===== src/rtl/core/rlts_pkg.sv =====
// ----------------------------------------------------------------------------
// rlts_pkg: shared definitions for the random labelled tree sampler
// Field widths, the epoch tag used to invalidate the vertex order memory,
// the controller state type and the edge record passed to the output stage.
// ----------------------------------------------------------------------------
package rlts_pkg;

  localparam int MAX_VERTICES_DEF = 1024;

  // Fixed widths of the stream fields and of the vertex count register.
  localparam int FIELD_W = 10;
  localparam int CFG_W   = 11;
  localparam int TDATA_W = 24;

  // Every tree gets a fresh epoch; a memory word whose tag differs from the
  // current epoch reads as the identity entry.  Tag zero is never current
  // while a tree is built.
  localparam int                 EPOCH_W   = 8;
  localparam logic [EPOCH_W-1:0] EPOCH_MAX = {EPOCH_W{1'b1}};

  typedef enum logic [2:0] {
    ST_CLEAR,
    ST_IDLE,
    ST_LOOK,
    ST_FETCH,
    ST_SWAP
  } rlts_state_t;

  typedef struct packed {
    logic [FIELD_W-1:0] edge_from;
    logic [FIELD_W-1:0] edge_to;
    logic               last_edge;
  } rlts_edge_t;

endpackage


===== src/rtl/core/rlts_walk_ctrl.sv =====
// ----------------------------------------------------------------------------
// rlts_walk_ctrl: loop-erased walk sequencer
// Clamps the draws, reads the order memory, swaps the chosen slot into the
// step position and hands one edge per non-root step to the output stage.
// ----------------------------------------------------------------------------
module rlts_walk_ctrl #(
  parameter int MAX_VERTICES = 1024,
  parameter int ADDR_W       = 10,
  parameter int CNT_W        = 11
) (
  input  logic                                     clk,
  input  logic                                     rst_n,
  input  logic [CNT_W-1:0]                         n_i,
  input  logic                                     in_valid_i,
  output logic                                     in_ready_o,
  input  logic [rlts_pkg::FIELD_W-1:0]             draw_any_i,
  input  logic [rlts_pkg::FIELD_W-1:0]             draw_unvisited_i,
  input  logic                                     res_ready_i,
  output logic                                     res_valid_o,
  output rlts_pkg::rlts_edge_t                     res_o,
  output logic                                     mem_we_o,
  output logic [ADDR_W-1:0]                        mem_waddr_o,
  output logic [rlts_pkg::EPOCH_W+ADDR_W-1:0]      mem_wdata_o,
  output logic [ADDR_W-1:0]                        mem_raddr0_o,
  output logic [ADDR_W-1:0]                        mem_raddr1_o,
  input  logic [rlts_pkg::EPOCH_W+ADDR_W-1:0]      mem_rdata0_i,
  input  logic [rlts_pkg::EPOCH_W+ADDR_W-1:0]      mem_rdata1_i
);
  import rlts_pkg::*;

  localparam int CMP_W = (CNT_W > FIELD_W) ? CNT_W : FIELD_W;

  rlts_state_t         state_r, state_nxt;
  logic [CNT_W-1:0]    step_r, step_nxt;
  logic [ADDR_W-1:0]   walk_r, walk_nxt;
  logic [EPOCH_W-1:0]  epoch_r, epoch_nxt;
  logic [ADDR_W-1:0]   clr_addr_r, clr_addr_nxt;
  logic [ADDR_W-1:0]   a_r, a_nxt;
  logic [ADDR_W-1:0]   b_r, b_nxt;
  logic [ADDR_W-1:0]   k_r, k_nxt;
  logic                start_r, start_nxt;
  logic [ADDR_W-1:0]   slot_r, slot_nxt;
  logic [ADDR_W-1:0]   oldk_r, oldk_nxt;
  logic [ADDR_W-1:0]   newk_r, newk_nxt;
  logic [ADDR_W-1:0]   rq0_r, rq0_nxt;
  logic [ADDR_W-1:0]   rq1_r, rq1_nxt;
  logic                fwd0_r, fwd0_nxt;
  logic                fwd1_r, fwd1_nxt;
  logic [ADDR_W-1:0]   fdata_r, fdata_nxt;

  logic [CNT_W-1:0]    k1;
  logic [CNT_W-1:0]    step_after;
  logic                last_c;
  logic                finishing;
  logic [CNT_W-1:0]    step_cur;
  logic                start_c;
  logic                need_clear;
  logic                accept;
  logic [CMP_W-1:0]    nm1, a_ext, b_ext, k_ext, a_cl, b_lo, b_cl;
  logic [ADDR_W-1:0]   a_c, b_c, k_c;
  logic [ADDR_W-1:0]   d0, d1;

  // Decode the registered read words: a stale tag means the identity entry.
  assign d0 = fwd0_r ? fdata_r :
              (mem_rdata0_i[EPOCH_W+ADDR_W-1:ADDR_W] == epoch_r) ?
              mem_rdata0_i[ADDR_W-1:0] : rq0_r;
  assign d1 = fwd1_r ? fdata_r :
              (mem_rdata1_i[EPOCH_W+ADDR_W-1:ADDR_W] == epoch_r) ?
              mem_rdata1_i[ADDR_W-1:0] : rq1_r;

  assign k1         = CNT_W'(k_r) + CNT_W'(1);
  assign last_c     = !start_r && (k1 >= n_i);
  assign step_after = start_r ? CNT_W'(1) : (last_c ? '0 : k1);
  assign finishing  = (state_r == ST_SWAP) && (start_r || res_ready_i);
  assign step_cur   = finishing ? step_after : step_r;
  assign start_c    = (step_cur == '0) || (step_cur >= n_i);
  assign need_clear = start_c && (epoch_r == EPOCH_MAX);
  assign in_ready_o = ((state_r == ST_IDLE) || finishing) && !need_clear;
  assign accept     = in_valid_i && in_ready_o;

  // Draw clamping against the vertex count and the step index.
  assign nm1   = CMP_W'(n_i) - CMP_W'(1);
  assign a_ext = CMP_W'(draw_any_i);
  assign b_ext = CMP_W'(draw_unvisited_i);
  assign k_ext = CMP_W'(step_cur);
  assign a_cl  = (a_ext > nm1) ? nm1 : a_ext;
  assign b_lo  = (b_ext < k_ext) ? k_ext : b_ext;
  assign b_cl  = (b_lo > nm1) ? nm1 : b_lo;
  assign a_c   = ADDR_W'(a_cl);
  assign b_c   = ADDR_W'(b_cl);
  assign k_c   = ADDR_W'(step_cur);

  assign res_valid_o     = finishing && !start_r;
  assign res_o.edge_from = FIELD_W'(walk_r);
  assign res_o.edge_to   = FIELD_W'(newk_r);
  assign res_o.last_edge = last_c;

  always_comb begin
    state_nxt    = state_r;
    step_nxt     = step_r;
    walk_nxt     = walk_r;
    epoch_nxt    = epoch_r;
    clr_addr_nxt = clr_addr_r;
    a_nxt        = a_r;
    b_nxt        = b_r;
    k_nxt        = k_r;
    start_nxt    = start_r;
    slot_nxt     = slot_r;
    oldk_nxt     = oldk_r;
    newk_nxt     = newk_r;
    rq0_nxt      = rq0_r;
    rq1_nxt      = rq1_r;
    // Forwarding only ever covers the reads issued at the accepting edge.
    fwd0_nxt     = 1'b0;
    fwd1_nxt     = 1'b0;
    fdata_nxt    = fdata_r;
    mem_we_o     = 1'b0;
    mem_waddr_o  = slot_r;
    mem_wdata_o  = {epoch_r, oldk_r};
    mem_raddr0_o = a_c;
    mem_raddr1_o = k_c;

    case (state_r)
      ST_CLEAR: begin
        mem_we_o     = 1'b1;
        mem_waddr_o  = clr_addr_r;
        mem_wdata_o  = '0;
        clr_addr_nxt = clr_addr_r + ADDR_W'(1);
        if (clr_addr_r == ADDR_W'(MAX_VERTICES - 1)) begin
          clr_addr_nxt = '0;
          epoch_nxt    = '0;
          step_nxt     = '0;
          state_nxt    = ST_IDLE;
        end
      end
      ST_IDLE: begin
        if (need_clear) begin
          state_nxt = ST_CLEAR;
        end
      end
      ST_LOOK: begin
        if (start_r) begin
          // Root: slot 0 takes the root, the root's slot takes vertex 0.
          mem_we_o    = 1'b1;
          mem_waddr_o = '0;
          mem_wdata_o = {epoch_r, a_r};
          slot_nxt    = a_r;
          oldk_nxt    = '0;
          newk_nxt    = a_r;
          walk_nxt    = a_r;
          state_nxt   = ST_SWAP;
        end else if (a_r < k_r) begin
          // Visited vertex: the walk moves there, then the second draw.
          walk_nxt     = d0;
          oldk_nxt     = d1;
          slot_nxt     = b_r;
          mem_raddr0_o = b_r;
          rq0_nxt      = b_r;
          fwd0_nxt     = 1'b0;
          state_nxt    = ST_FETCH;
        end else begin
          mem_we_o    = 1'b1;
          mem_waddr_o = k_r;
          mem_wdata_o = {epoch_r, d0};
          newk_nxt    = d0;
          oldk_nxt    = d1;
          slot_nxt    = a_r;
          state_nxt   = ST_SWAP;
        end
      end
      ST_FETCH: begin
        mem_we_o    = 1'b1;
        mem_waddr_o = k_r;
        mem_wdata_o = {epoch_r, d0};
        newk_nxt    = d0;
        state_nxt   = ST_SWAP;
      end
      ST_SWAP: begin
        mem_we_o = 1'b1;
        if (finishing) begin
          step_nxt = step_after;
          if (!start_r) begin
            walk_nxt = newk_r;
          end
          state_nxt = ST_IDLE;
        end
      end
      default: begin
        state_nxt = ST_IDLE;
      end
    endcase

    if (accept) begin
      a_nxt     = a_c;
      b_nxt     = b_c;
      k_nxt     = k_c;
      start_nxt = start_c;
      rq0_nxt   = a_c;
      rq1_nxt   = k_c;
      // The swap write of this cycle lands after the reads: forward it.
      fwd0_nxt  = (state_r == ST_SWAP) && (a_c == slot_r);
      fwd1_nxt  = (state_r == ST_SWAP) && (k_c == slot_r);
      fdata_nxt = oldk_r;
      if (start_c) begin
        epoch_nxt = epoch_r + EPOCH_W'(1);
      end
      state_nxt = ST_LOOK;
    end
  end

  always_ff @(posedge clk) begin
    if (!rst_n) begin
      state_r    <= ST_CLEAR;
      step_r     <= '0;
      walk_r     <= '0;
      epoch_r    <= '0;
      clr_addr_r <= '0;
      start_r    <= 1'b0;
      fwd0_r     <= 1'b0;
      fwd1_r     <= 1'b0;
    end else begin
      state_r    <= state_nxt;
      step_r     <= step_nxt;
      walk_r     <= walk_nxt;
      epoch_r    <= epoch_nxt;
      clr_addr_r <= clr_addr_nxt;
      start_r    <= start_nxt;
      fwd0_r     <= fwd0_nxt;
      fwd1_r     <= fwd1_nxt;
    end
  end

  always_ff @(posedge clk) begin
    a_r     <= a_nxt;
    b_r     <= b_nxt;
    k_r     <= k_nxt;
    slot_r  <= slot_nxt;
    oldk_r  <= oldk_nxt;
    newk_r  <= newk_nxt;
    rq0_r   <= rq0_nxt;
    rq1_r   <= rq1_nxt;
    fdata_r <= fdata_nxt;
  end

  // The second draw is only fetched after a first look at the memory.
  a_fetch_after_look: assert property (@(posedge clk) disable iff (!rst_n)
    state_r == ST_FETCH |-> $past(state_r) == ST_LOOK)
    else $error("fetch state entered without a preceding look");

  // A walk step always runs under a live epoch, never the cleared tag.
  a_live_epoch: assert property (@(posedge clk) disable iff (!rst_n)
    accept && !start_c |-> epoch_r != '0)
    else $error("walk step accepted under the cleared epoch");

  // The closing edge of a tree returns the step index to zero.
  a_last_resets_step: assert property (@(posedge clk) disable iff (!rst_n)
    res_valid_o && res_o.last_edge |=> step_r == '0)
    else $error("step index not cleared after the last edge");

  // A forwarded read always stems from a write in the previous cycle.
  a_forward_source: assert property (@(posedge clk) disable iff (!rst_n)
    (fwd0_r || fwd1_r) |-> $past(mem_we_o) && $past(state_r) == ST_SWAP)
    else $error("forwarding without a matching swap write");

endmodule


===== config.mk =====
export PLATFORM = sky130hd
export DESIGN_NAME = rlts_walk_ctrl
export DESIGN_NICKNAME = d
export VERILOG_FILES = /design/src/rtl/core/rlts_pkg.sv /design/src/rtl/core/rlts_walk_ctrl.sv
export SDC_FILE = /design/constraint.sdc
export NUM_CORES = 1
export LEC_CHECK = 0
export BUFFER_PORTS_ARGS = -buffer_cell sky130_fd_sc_hd__buf_2
export CAP_MARGIN = 0
export CORE_MARGIN = 4
export CORE_UTILIZATION = 58
export CTS_CLUSTER_SIZE = 25
export DETAILED_ROUTE_END_ITERATION = 10
export GPL_ROUTABILITY_DRIVEN = 0
export MAX_ROUTING_LAYER = met4
export PLACE_DENSITY_LB_ADDON = 0.08
export SLEW_MARGIN = 10
export SYNTH_ARGS = -nofsm -noshare
export SYNTH_HDL_FRONTEND = slang
export SYNTH_SLANG_ARGS = --single-unit

===== constraint.sdc =====
create_clock -name clk -period 8.55 [get_ports clk]
set_input_delay 1.71 -clock clk [delete_from_list [all_inputs] [get_ports clk]]
set_output_delay 1.71 -clock clk [all_outputs]
set_load 0.01 [all_outputs]

### Word level (Yosys, flattened, before mapping)

Index checks and enable logic that the tools add are counted.

* word-level logic and storage cells: 127
* output and inout port bits: 72
* register bits after elaboration: 125

* order comparisons: 6
* add/sub/neg operators: 4
* multiplexer cells: 50
* reductions and logical operators: 29
* bitwise logic cells: 1
* equality and inequality tests: 20

Operators by type and width (number)
* 10-bit two-way mux: 26
* 11-bit two-way mux: 5
* 18-bit case mux with 3 select lines: 1
* 10-bit case mux with 2 select lines: 2
* 8-bit two-way mux: 4
* 10-bit case mux with 3 select lines: 1
* 11-bit greater-or-equal comparator: 2
* 11-bit case mux with 2 select lines: 1
* 10-bit == test: 2
* 8-bit == test: 2
* 3-bit two-way mux: 5
* 3-bit inequality test, second input constant: 5
* 3-bit case mux with 5 select lines: 1
* 10-bit by 1-bit adder with 11-bit output, second input constant: 1
* 10-bit by 11-bit > comparator with 1-bit output: 1
* 11-bit > comparator: 1
* 11-bit zero test: 1
* 10-bit by 11-bit less-than comparator with 1-bit output: 1
* 11-bit by 1-bit subtractor with 11-bit output, second input constant: 1
* 10-bit by 1-bit adder with 10-bit output, second input constant: 1
* 10-bit == test, second input constant: 1
* 10-bit less-than comparator: 1
* 2-bit nonzero test: 5
* 3-bit AND reduction: 3
* other kinds (19): 36

### Logic depth before layout (Yosys ltp)

* depth after elaboration: 14
* mapped depth: 32

### Worst setup path after synthesis

Ideal clock, no wire load.

* kind: input port to flip-flop
* start point: input n_i[6]
* end point: register b_r[1] (data pin)
* stages: 27
* buffers on the path: 2
* required time: 8.290 ns
* data arrival time: 6.831 ns
* setup time: 0.260 ns
* slack: 1.460 ns
* path through: inv_1 ha_1 a21o_1 a221oi_1 o21ai_2 nand2_1 nand2_1 o21ai_0 inv_1 ha_1 and4_1 nand2_1 nand3_1 nor3_1 a2111oi_0 buf_4 mux2_4 ha_1 nor2b_1 o21ai_0 nand2b_1 a21oi_1 o21ai_0 a211oi_1 a211oi_1 buf_1 mux2_2

* cells in the longest elaborated chain, start to end: 9

RTL lines
* from (decl): line rlts_walk_ctrl.sv:13 `input logic [CNT_W-1:0] n_i,`
* 11-bit greater-or-equal comparator (*): line rlts_walk_ctrl.sv:72 `assign last_c = !start_r && (k1 >= n_i);`
* 1-bit logical AND (*): line rlts_walk_ctrl.sv:72
* 11-bit two-way mux (*) (2 in series): line rlts_walk_ctrl.sv:73 `assign step_after = start_r ? CNT_W'(1) : (last_c ? '0 : k1);`
* 11-bit two-way mux (*)
* via mem_raddr1_o[6]: line rlts_walk_ctrl.sv:25 `output logic [ADDR_W-1:0] mem_raddr1_o,`
* 10-bit by 11-bit less-than comparator with 1-bit output: line rlts_walk_ctrl.sv:87 `assign b_lo = (b_ext < k_ext) ? k_ext : b_ext;`
* 11-bit two-way mux (*): line rlts_walk_ctrl.sv:87
* 11-bit > comparator: line rlts_walk_ctrl.sv:88 `assign b_cl = (b_lo > nm1) ? nm1 : b_lo;`
* 10-bit two-way mux (*): line rlts_walk_ctrl.sv:88
* via b_cl[1]: line rlts_walk_ctrl.sv:59 `logic [CMP_W-1:0] nm1, a_ext, b_ext, k_ext, a_cl, b_lo, b_cl;`
* to (signal assigned): line rlts_walk_ctrl.sv:235 `b_r <= b_nxt;`
* to (decl): line rlts_walk_ctrl.sv:39 `logic [ADDR_W-1:0] b_r, b_nxt;`

Mark *: on every way through the listed nets, which the timed path passes. The rest lies on a longest branch.
A chain may end at the register's enable or synchronous reset.

==> metrics <==
1st-iter DRT viols=1135; worst slew pin tran=between 1 and 1.5 ns; via count=8274; XOR/XNOR share of the synthesized area=6.63%; Synth Net Count=1094; largest cells by area after synthesis=edfxtp_1 (26%), dfxtp_1 (9.9%), ha_1 (8.9%); Setup TNS Final=0 ns; Post-Synth Simple-Gate Area=around 14%; antenna cells=0; Max FO, Critical Path=11; synthesized area=between 9000 and 10000 sq um; CP Launch Type=register; RSZ-0062 raised after global routing=false; final setup vio count=0; Synth Instances=958; most common cell in the netlist=edfxtp_1; distinct cell type count after synthesis=76; Worst R2R End=b_r[1]; mux contribution to synthesized area=10.9%; Crit path required time=6.84 ns; commonest cells in the synthesized netlist=edfxtp_1 (80), nor2_1 (78), inv_1 (67); final number of hold-violating endpoints=0; top_reg_cell synth=edfxtp_1; critical path arrival=6.05 ns; Synth Area per Inst=between 9 and 10 sq um; DP HPWL=roughly 21000 um; Post-synth EDFFs=80; first-pass GRT wire length=43400 um; Sink Count=125; Post-Synth Adder-Cell Area=8.92%; Die W=133 um; Rows=45; maxcap violations=0; post-synthesis async set-or-reset flop share=0%; FF-to-FF Start=rq1_r[1]; Max Fclk=129 MHz; Reg clk slew, reported paths=~0.060 ns; DRC=0; status=finished clean; hold depth=2; PnR Total Power=1.47 mW; clock root cell=clkbuf_16; maximum clock path buffer count=2; DIE AREA=17800 sq um; kind of critical path=reg2out; hold_buf cts=0; drt wl/cell=between 20 and 25 um; Die Span Y=between 100 and 150 um; largest net degree at the start of global routing=54; Critical Path Source=rq1_r[1]; fin crit period=7.76 ns; Clock H-tree levels=4; Crit. End Element=output pin; sequential fraction of the synthesis area=36.2%; Synth Area in Compound Gates=17.8%; initial antenna violation count=0; R2R Setup Slk=0.95 ns; Final period util=90.8%; Detailed Routing Iterations Pass 1=7; TritonCTS clock tree=done; nets@finish=1225; TritonCTS Buffers=17; Post-DRT Antenna Nets=0; Layout area overhead=16.1%; Via density=about 6.3; worst skew pair latency=0.43 ns; Worst Setup EP=in_ready_o; post-layout util=69.1%; share of the synthesized area in the top cell type=26.4%; filler instances=1285; r2r worst-path depth=29; worst min-delay path class=reg2reg; PortBufs=~140; GR Util All Layers=32.1%; Initial Utilization=59.5%; layout cells sized above 1=23.7%; # IOs=between 100 and 150; Post-Route WL=27800 um; largest family of logic cells by synthesized area=compound AO/OA/AOI/OAI gates; fin cells=approximately 1300; core area=15300 sq um; grt total ovfl=0; Slew headroom=18.6%; static leakage=about 4.4 nW; register bit total from synthesis=~130; Synth Warn #=0; placed cells=1281; Power Density=139 nW/um^2; Slew Viols, Final=0; vias in the first global route=7895; PostCTS Resize Cnt=0; post-synthesis cell type with the largest combined area=edfxtp_1; post-CTS setup buffer count=0; clock skew=0.0116 ns; maximum vdd drop=0.122 mV
-- critical path: stages (launching register included) --
cell and delay (ns):
edfxtp_1 0.53, ha_1 0.24, nand3_1 0.18, nor3_1 0.30, xnor2_1 0.33, inv_1 0.12, ha_1 0.31, a21o_1 0.16
a221oi_1 0.33, o21ai_2 0.19, a21boi_2 0.51, a21o_1 0.35, ha_1 0.31, a2111o_1 0.42, a31oi_1 0.13, o21ai_0 0.10
a221o_1 0.40, a21o_4 0.25, nor2b_1 0.15, nor2_1 0.14, buf_2 0.15
-- worst min path at each step --
stage,slack (ns),from,end
4_1_cts,0.46,walk_r[0],walk_r[0]
6_report,0.45,walk_r[0],walk_r[0]
5_1_grt,0.48,walk_r[5],walk_r[5]
2_1_floorplan,0.44,step_r[0],step_r[0]
3_3_place_gp,0.44,walk_r[0],walk_r[0]
3_5_place_dp,0.45,walk_r[0],walk_r[0]
-- logic make-up (layout without fill, tap and decap cells) --
| logic type | Yosys count | after routing |
|---|---|---|
| muxes | 91 | 91 |
| DFF | 125 | 125 |
| xor gates and xnor gates | 69 | 69 |
| buffers and inverters | 118 | 262 |
| AOI/OAI and AO/OA | 222 | 222 |
| adders and majority gates | 65 | 65 |
| and+or+nand+nor | 268 | 268 |
-- flip-flops by register name, indices dropped and copies added (netlist names), 8 cells and up --
signal,count
a_r,10
b_r,10
fdata_r,10
rq0_r,10
newk_r,10
clr_addr_r,10
epoch_r,8
oldk_r,10
walk_r,10
rq1_r,10
slot_r,10
step_r,11
-- through the flow --
stage / setup WS (ns) / instance area [sq um] / hold slack (ns)
final: 0.790 / 10600 / 0.454
after global routing: 0.360 / 10600 / 0.485
after CTS: 0.844 / 10600 / 0.458
after detailed placement: 0.756 / 10000 / 0.447
after global placement: 0.904 / 10000 / 0.443
after floorplan: 1.46 / 9110 / 0.443
-- report_power, final --
part           internal (mW)  switching (mW)  total, mW
Combinational         0.0626          0.0869      0.149
Clock                  0.399           0.285      0.684
Sequential             0.639         0.00178      0.641
-- area by class of cell --
| cell class | count | area, sq um | share of cell area, % |
|---|---|---|---|
| Timing Repair Buffer | 161 | 853 | 8.07 |
| Clock inverter | 14 | 121 | 1.15 |
| Clock buffer | 18 | 429 | 4.06 |
| Multi-Input combinational cell | 715 | 5350 | 50.5 |
| Sequential cell | 125 | 3300 | 31.2 |
| Tap cell | 211 | 264 | 2.50 |
| Inverter | 69 | 262 | 2.47 |
-- placed cells by master (no fill, tap or decap), drive strengths merged, types with 4 or more instances in the layout --
cell type	n
clkbuf	18
a211oi	7
clkinv	9
a222oi	21
o21a	5
a2111oi	7
nor2	78
o21ai	63
and4	4
and3	6
a21oi	36
edfxtp	80
nand4	13
mux2i	48
a22o	7
inv	70
xnor2	50
nand2b	10
dfxtp	45
a22oi	9
o2111ai	10
nand3	43
o211ai	4
nor2b	7
a21o	16
or2	5
nor4	7
buf	161
and2	10
xor2	19
a31oi	15
ha	65
nand2	60
nor3	14
mux2	43
-- layer usage --
metal / GRT usage [%] / vias up / wire length, um
met1: 42.6 / 3892 / 11600
met3: 6.08 / 78 / 2670
met4: 12.3 / 0 / 816
met5: - / - / 0
met2: 48.9 / 482 / 12800
li1: - / 3822 / -
Power figures use the tool's default switching activity.
